`config.mk`:
```
export PLATFORM = sky130hd
export DESIGN_NAME = lpht_hash
export DESIGN_NICKNAME = d
export VERILOG_FILES = /design/src/sv/lpht_pkg.sv /design/src/sv/lpht_hash.sv
export SDC_FILE = /design/constraint.sdc
export NUM_CORES = 2
export LEC_CHECK = 0
export ABC_AREA = 1
export BUFFER_PORTS_ARGS = -buffer_cell sky130_fd_sc_hd__buf_4
export CAP_MARGIN = 20
export CORE_ASPECT_RATIO = 0.8
export CORE_MARGIN = 2
export CORE_UTILIZATION = 55
export CTS_CLUSTER_SIZE = 30
export DETAILED_ROUTE_END_ITERATION = 8
export PLACE_DENSITY_LB_ADDON = 0.08
export SYNTH_ARGS = -nofsm -noshare
export SYNTH_HDL_FRONTEND = slang
export SYNTH_SLANG_ARGS = --single-unit
```
`constraint.sdc`:
```
create_clock -name clk -period 9.83 [get_ports clk]
set_input_delay 1.4745 -clock clk [delete_from_list [all_inputs] [get_ports clk]]
set_output_delay 1.4745 -clock clk [all_outputs]
set_load 0.02 [all_outputs]
```
`src/sv/lpht_pkg.sv`:
```
`timescale 1ns / 1ps
// ----------------------------------------------------------------------------
// lpht_pkg: shared types and constants of the linear-probing hash table
// Operation codes, slot marks, status codes and the key hash constants.
// ----------------------------------------------------------------------------
package lpht_pkg;

  localparam logic [1:0] KIND_GET  = 2'd0;
  localparam logic [1:0] KIND_SET  = 2'd1;
  localparam logic [1:0] KIND_DEL  = 2'd2;
  localparam logic [1:0] KIND_NONE = 2'd3;

  localparam logic [1:0] MARK_EMPTY = 2'd0;
  localparam logic [1:0] MARK_FULL  = 2'd1;
  localparam logic [1:0] MARK_TOMB  = 2'd2;

  localparam logic [1:0] ST_OK   = 2'd0;
  localparam logic [1:0] ST_MISS = 2'd1;
  localparam logic [1:0] ST_FULL = 2'd2;

  localparam logic [63:0] MIX_C1 = 64'hff51afd7ed558ccd;
  localparam logic [63:0] MIX_C2 = 64'hc4ceb9fe1a85ec53;

  // A 64-bit key, value or hash word.
  typedef logic [63:0] word_t;

endpackage

```
`src/sv/lpht_hash.sv`:
```
`timescale 1ns / 1ps
// ----------------------------------------------------------------------------
// lpht_hash: multi-cycle 64-bit finalizer hash
// Computes the xor-shift/multiply finalizer with 32x32 partial products,
// one partial product per cycle, and returns the full 64-bit hash.
// ----------------------------------------------------------------------------
module lpht_hash
  import lpht_pkg::*;
(
  input  logic  clk,
  input  logic  rst,
  input  logic  start,
  input  word_t key,
  output logic  done,
  output word_t hash
);

  // Steps: 0 lo*lo, 1 lo*hi, 2 hi*lo and combine; repeated for two rounds.
  logic        busy;
  logic        round;
  logic [1:0]  step;
  word_t       x;
  word_t       acc;
  word_t       c;
  logic [31:0] ma;
  logic [31:0] mb;
  word_t       prod;

  assign c = round ? MIX_C2 : MIX_C1;

  always_comb begin
    case (step)
      2'd0: begin
        ma = x[31:0];
        mb = c[31:0];
      end
      2'd1: begin
        ma = x[31:0];
        mb = c[63:32];
      end
      default: begin
        ma = x[63:32];
        mb = c[31:0];
      end
    endcase
  end

  assign prod = {32'd0, ma} * {32'd0, mb};

  always_ff @(posedge clk) begin
    if (rst) begin
      busy  <= 1'b0;
      done  <= 1'b0;
      round <= 1'b0;
      step  <= 2'd0;
    end else begin
      done <= 1'b0;
      if (start && !busy) begin
        busy  <= 1'b1;
        round <= 1'b0;
        step  <= 2'd0;
        x     <= key ^ (key >> 33);
      end else if (busy) begin
        case (step)
          2'd0: begin
            acc  <= prod;
            step <= 2'd1;
          end
          2'd1: begin
            acc  <= acc + {prod[31:0], 32'd0};
            step <= 2'd2;
          end
          default: begin
            x    <= (acc + {prod[31:0], 32'd0}) ^ ((acc + {prod[31:0], 32'd0}) >> 33);
            step <= 2'd0;
            if (round) begin
              busy <= 1'b0;
              done <= 1'b1;
            end
            round <= 1'b1;
          end
        endcase
      end
    end
  end

  assign hash = x;

endmodule

```
# Word level (Yosys, flattened, before mapping)
# Cells that the tools add are included.
# totals
reg_bits	133
input_bits	67
out_inout_bits	65
word_cells	40
# op_classes
addsub	1
mul	1
n_eq_ne	2
mux	13
bitwise_logic	6
reduce_logical	11
# ops
op	count
$mux 64	3
$pmux 64 s2	1
$xor 64x31->64	2
$add 64x64->64	1
$mul 32x32->64	1
$mux 32	2
$mux 62	1
$mux 1	5
$reduce_or 5->1	1
$not 1->1	4
$pmux 2 s2	1
$reduce_and 4->1	1
$reduce_bool 2->1	2
$reduce_or 2->1	2
$reduce_and 3->1	1
$eq 2x1->1 const B	1
$logic_not 2->1	1
$ne 2x1->1 const B	1
$reduce_and 2->1	1
$logic_and 1x1->1	1
$logic_not 1->1	1

# Depth between registers and ports, before layout
# logic_depth
word_depth	9
depth_mapped	46
ltp_nobuf	42

# Worst setup path before layout
# No wires, ideal clock.
# synth_timing
kind	register -> register
from	register step[1]
to	register acc[63], data pin
setup_time_ns	0.253
t_arrival_ns	8.705
required_time_ns	9.577
path_slack_ns	0.872
path_stages_with_launch	46
n_path_buf	5
synth_period_minus_slack_ns	8.958
cell_sequence	dfxtp_1 buf_2 inv_2 nand2_1 buf_2 buf_1 ha_1 clkbuf_1 clkbuf_1 nor2_1 fa_1 inv_1 fa_1 inv_1 fa_1 inv_1 fa_1 inv_1 [... 10 more ...] nor3_4 nand3_1 or2_0 nand3_2 nand2_2 nand2_4 xnor2_1 inv_1 ha_1 nand3_1 nor2_1 inv_1 nor3_1 nand2_1 o211ai_1 nand3_1 nand3_1 nand2_1
# synth_between
elab_chain_cells	6
word_cells_on_any_way	8
cone_classes	add/sub (1); mul (1); eq/ne (1); mux (3); reduce/logical (2)
# synth_lines
item	line_no	text
start: declaration	lpht_hash.sv:21	logic [1:0] step;
start signal: assignment	lpht_hash.sv:55	step <= 2'd0;
start signal: assignment	lpht_hash.sv:61	step <= 2'd0;
start signal: assignment	lpht_hash.sv:67	step <= 2'd1;
$eq 2x1->1 / $logic_not 2->1 (equally long branches)	lpht_hash.sv:32, lpht_hash.sv:64	
$reduce_or 2->1 (no line)	-	
$mux 32	lpht_hash.sv:32	case (step)
$mul 32x32->64	lpht_hash.sv:48	assign prod = {32'd0, ma} * {32'd0, mb};
$add 64x64->64	lpht_hash.sv:70	acc <= acc + {prod[31:0], 32'd0};
$pmux 64 s2 (*)	lpht_hash.sv:64	case (step)
end signal: assignment	lpht_hash.sv:66	acc <= prod;
end signal: assignment	lpht_hash.sv:70	
end: declaration	lpht_hash.sv:23	word_t acc;
# Mark *: on every way between the ends. The rest lies on a longest branch, timed or not.
# A chain may end at the register's enable or synchronous reset.

# Worst setup path in the final report
# layout_timing
from	register step[1]
to	register x[28], in the netlist hash[28], data pin
# layout_between
elab_chain_cells	9
word_cells_on_any_way	11
cone_classes	add/sub (1); mul (1); eq/ne (1); mux (5); bitwise (1); reduce/logical (2)
# layout_lines
item	line_no	text
$eq 2x1->1 / $logic_not 2->1 (equally long branches)	lpht_hash.sv:32	
$reduce_or 2->1 (no line)	-	
$mux 32	lpht_hash.sv:32	
$mul 32x32->64 (*)	lpht_hash.sv:48	
$add 64x64->64 (*)	lpht_hash.sv:74	x <= (acc + {prod[31:0], 32'd0}) ^ ((acc + {prod[31:0], 32'd0}) >> 33);
$xor 64x31->64 (*)	lpht_hash.sv:74	
$mux 64 (*)	lpht_hash.sv:64	
$mux 64 (*)	lpht_hash.sv:63	end else if (busy) begin
$mux 64 (*)	lpht_hash.sv:58	if (start && !busy) begin
end signal: assignment	lpht_hash.sv:62	x <= key ^ (key >> 33);
end signal: assignment	lpht_hash.sv:74	
end: declaration	lpht_hash.sv:22	word_t x;
# Mark *: on every way between the ends. The rest lies on a longest branch, timed or not. The select of a mux whose other input is x is not followed.

==> flow_summary.json <==
{
  "timing.max_slew.rel_slack_pct": 38.8,
  "root_buffer": "clkbuf_16",
  "mappedNetlistArea_um2": 38400,
  "route.detailed.wl_per_inst_um": 25.2,
  "area_growth_pct": 11.9,
  "postRouteWirelength_um": 141000,
  "numPortBuffers": 131,
  "data_arrival_time_of_the_critical_path_ns": 9.64,
  "numCtsBuffers": 17,
  "grt_antenna_before_repair": 2,
  "grtUsageTotal_pct": 40.7,
  "critical_path_required_ns": 10.02,
  "vias_per_cell": 5.52,
  "finalClockSkew_ns": 0.0108,
  "drv_slew": 0,
  "post_synth_main_area_contributors": "fa_1 (45%), inv_1 (12%), ha_1 (11%)",
  "cpMostUsedCell": "fa_1",
  "groute.layer.met3.usage_pct": 12.8,
  "setup_viol": 0,
  "min_period_over_period_pct": 96.1,
  "cpMaxStageDelayCell": "fa_1",
  "maximum_count_of_clock_buffers_along_a_single_path": 2,
  "dieArea_um2": 71900,
  "first_pass_grt_wire_length_um": 209000,
  "synthesis_stage_register_bit_count": 133,
  "fill_cells": 6246,
  "synth.avg_cell_area_um2": 8.81,
  "grt_use_met2_pct": 57.1,
  "grt_remaining_overflow": 0,
  "place_congestion": 1.08,
  "clock_input_transition_at_the_sequential_cells_of_the_worst_setup_and_hold_paths_ns": 0.07,
  "starting_density_of_the_core_pct": 55.6,
  "synth-warning-count": 0,
  "max_cap_viol_count": 0,
  "synth_cells": 4353,
  "vias_in_the_first_global_route": 31200,
  "outcome": "finished, final reports clean",
  "mappedNetlistNets": 5610,
  "cpPeakStageDelay_ns": 0.56,
  "worstSetupStartpointType": "flop",
  "drt_first_pass_iters": 5,
  "end_kind": "flop",
  "timing.critical_path.fanout_max": 26,
  "post-dp-hpwl_um": 127000,
  "synth-seq-area-share_pct": 10.3,
  "drc_errors": 0,
  "design.core.area_um2": 69000,
  "ant_nets": 0,
  "drive_gt1_share_pct": 11.3,
  "clk-insertion-delay-late_ns": 0.45,
  "vias": 31000,
  "tightest_slew_ns": 0.915,
  "die_h_um": 240,
  "yosys.cell_types.count": 53,
  "synthDominantCellAreaShare_pct": 45.0,
  "global_route.usage.met1_pct": 60.7,
  "grt_max_degree": 70,
  "hold_fails_final_rpt": 0,
  "std_cell_rows": 86,
  "cts_tree": "built",
  "die_width_um": 299,
  "busiest_layer": "met1",
  "ctsHtreeMaxLevel": 4,
  "io-pin-count": 132,
  "fmaxAchievable_ghz": 0.106,
  "hold_slack_ns": 0.521,
  "worst-setup-path-type": "reg -> reg",
  "cts.sinks": 133,
  "finish.net_count": 5936,
  "finalCriticalPeriod_ns": 9.44,
  "postCtsHoldBufs": 0,
  "netlist.top_cell.by_area": "fa_1",
  "drt-initial-drc-count": 3822,
  "min-delay-path-class": "reg -> reg"
}
==> per-stage QoR <==
stage	cells	util, %	TNS (ns)	cell area (µm²)	worst slack, ns
2_1_floorplan	4353	-	0	38400	0.872
3_3_place_gp	5582	61.1	0	42200	0.390
3_5_place_dp	5582	61.1	0	42200	0.307
4_1_cts	5614	62.1	0	42800	0.238
5_1_grt	5616	62.3	-0.0135	42900	-0.0113
6_report	5617	62.3	0	43000	0.386
==> state kept, by name (all words and copies together) (netlist names) <==
signal  flops
done        1
round       1
hash       64
busy        1
step        2
acc        64
==> cell families after synthesis <==
kind of cell    Yosys count  share of synthesized area [%]
compound gates          351                           5.17
xor+xnor                 97                           2.27
fa+ha+maj              1190                           55.7
buf+inv                1286                           12.6
flops                   133                           10.3
other cells               1                        0.00977
simple gates           1295                           14.0
==> critical path, delay by kind of cell, from the launching register on <==
kind                     cells  cell delay (ns)
adder cells (fa/ha/maj)     10             4.38
flip-flops                   1             0.35
buffers and inverters        9             1.17
XOR/XNOR                     1             0.44
AO/OA/AOI/OAI                8             2.04
AND/OR/NAND/NOR              7             0.80
==> per-layer routing <==
layer  wire length (µm)  vias to the layer above
met5                218                        -
met3              18500                      233
met4               4210                        6
li1                   -                    13600
met1              59800                    15400
met2              58700                     1755
==> Yosys cell counts (all sizes together) <==
cell and n:
buf 26, nand3b 10, a21oi 116, xor2 58, o211ai 3, nor3b 1
o221ai 1, o21bai 21, nand4 9, ha 328, dfxtp 5, nand3 140
clkinv 11, nor2 484, fa 862, o21ai 160, o31ai 2, or2 23
a21o 11, nor4 5, nand2 595, xnor2 39, a21boi 2, clkbuf 49
o21a 8, edfxtp 128, a31oi 24, a211oi 1, and2 2, inv 1200
conb 1, nor3 26, o22ai 2
==> path summary, 6_finish.rpt <==
check        cells after the start  slack, ns  endpoint  startpoint
max reg2reg                     35       0.39  hash[28]     step[1]
min                              2       0.52  hash[31]     acc[31]
max                             35       0.39  hash[28]     step[1]
min reg2reg                      2       0.52  hash[31]     acc[31]
==> final cells by class <==
class / instances / area [µm²] / share of cell area [%]
multi-input cells: 2934 / 29700 / 69.2
inverters: 1211 / 4560 / 10.6
flip-flops and latches: 133 / 3950 / 9.19
repair buffers: 382 / 2930 / 6.83
well taps: 924 / 1160 / 2.69
clock buffers: 18 / 429 / 0.999
clock inverters: 14 / 225 / 0.524
diodes: 1 / 2.50 / 0.00583
==> timing repair <==
action	CTS	global route
setup endpoints to repair	0	26
gates resized for setup	0	28
buffers inserted	0	2
==> cell usage in the layout (no fill, tap or decap), types with 5 or more instances in the layout <==
cell,count
xnor2_1,38
nor3_1,21
nand4_1,9
fa_1,861
o21bai_1,19
bufinv_16,5
ha_1,325
inv_2,8
nand2_2,21
o21ai_2,11
nand3b_1,10
a21oi_2,7
a21o_1,11
or2_2,17
inv_1,1191
edfxtp_1,128
xor2_2,8
a31oi_1,23
nand3_2,6
o21a_1,8
nor2_2,13
nand3_1,134
nor2_1,467
o21ai_0,123
xor2_1,50
nand2_1,572
a21oi_1,108
clkinv_1,9
clkbuf_16,17
buf_4,375
o21ai_1,26
Power is not shown: default switching activity piles up to over one toggle a cycle in this logic, so the estimate is an artifact.
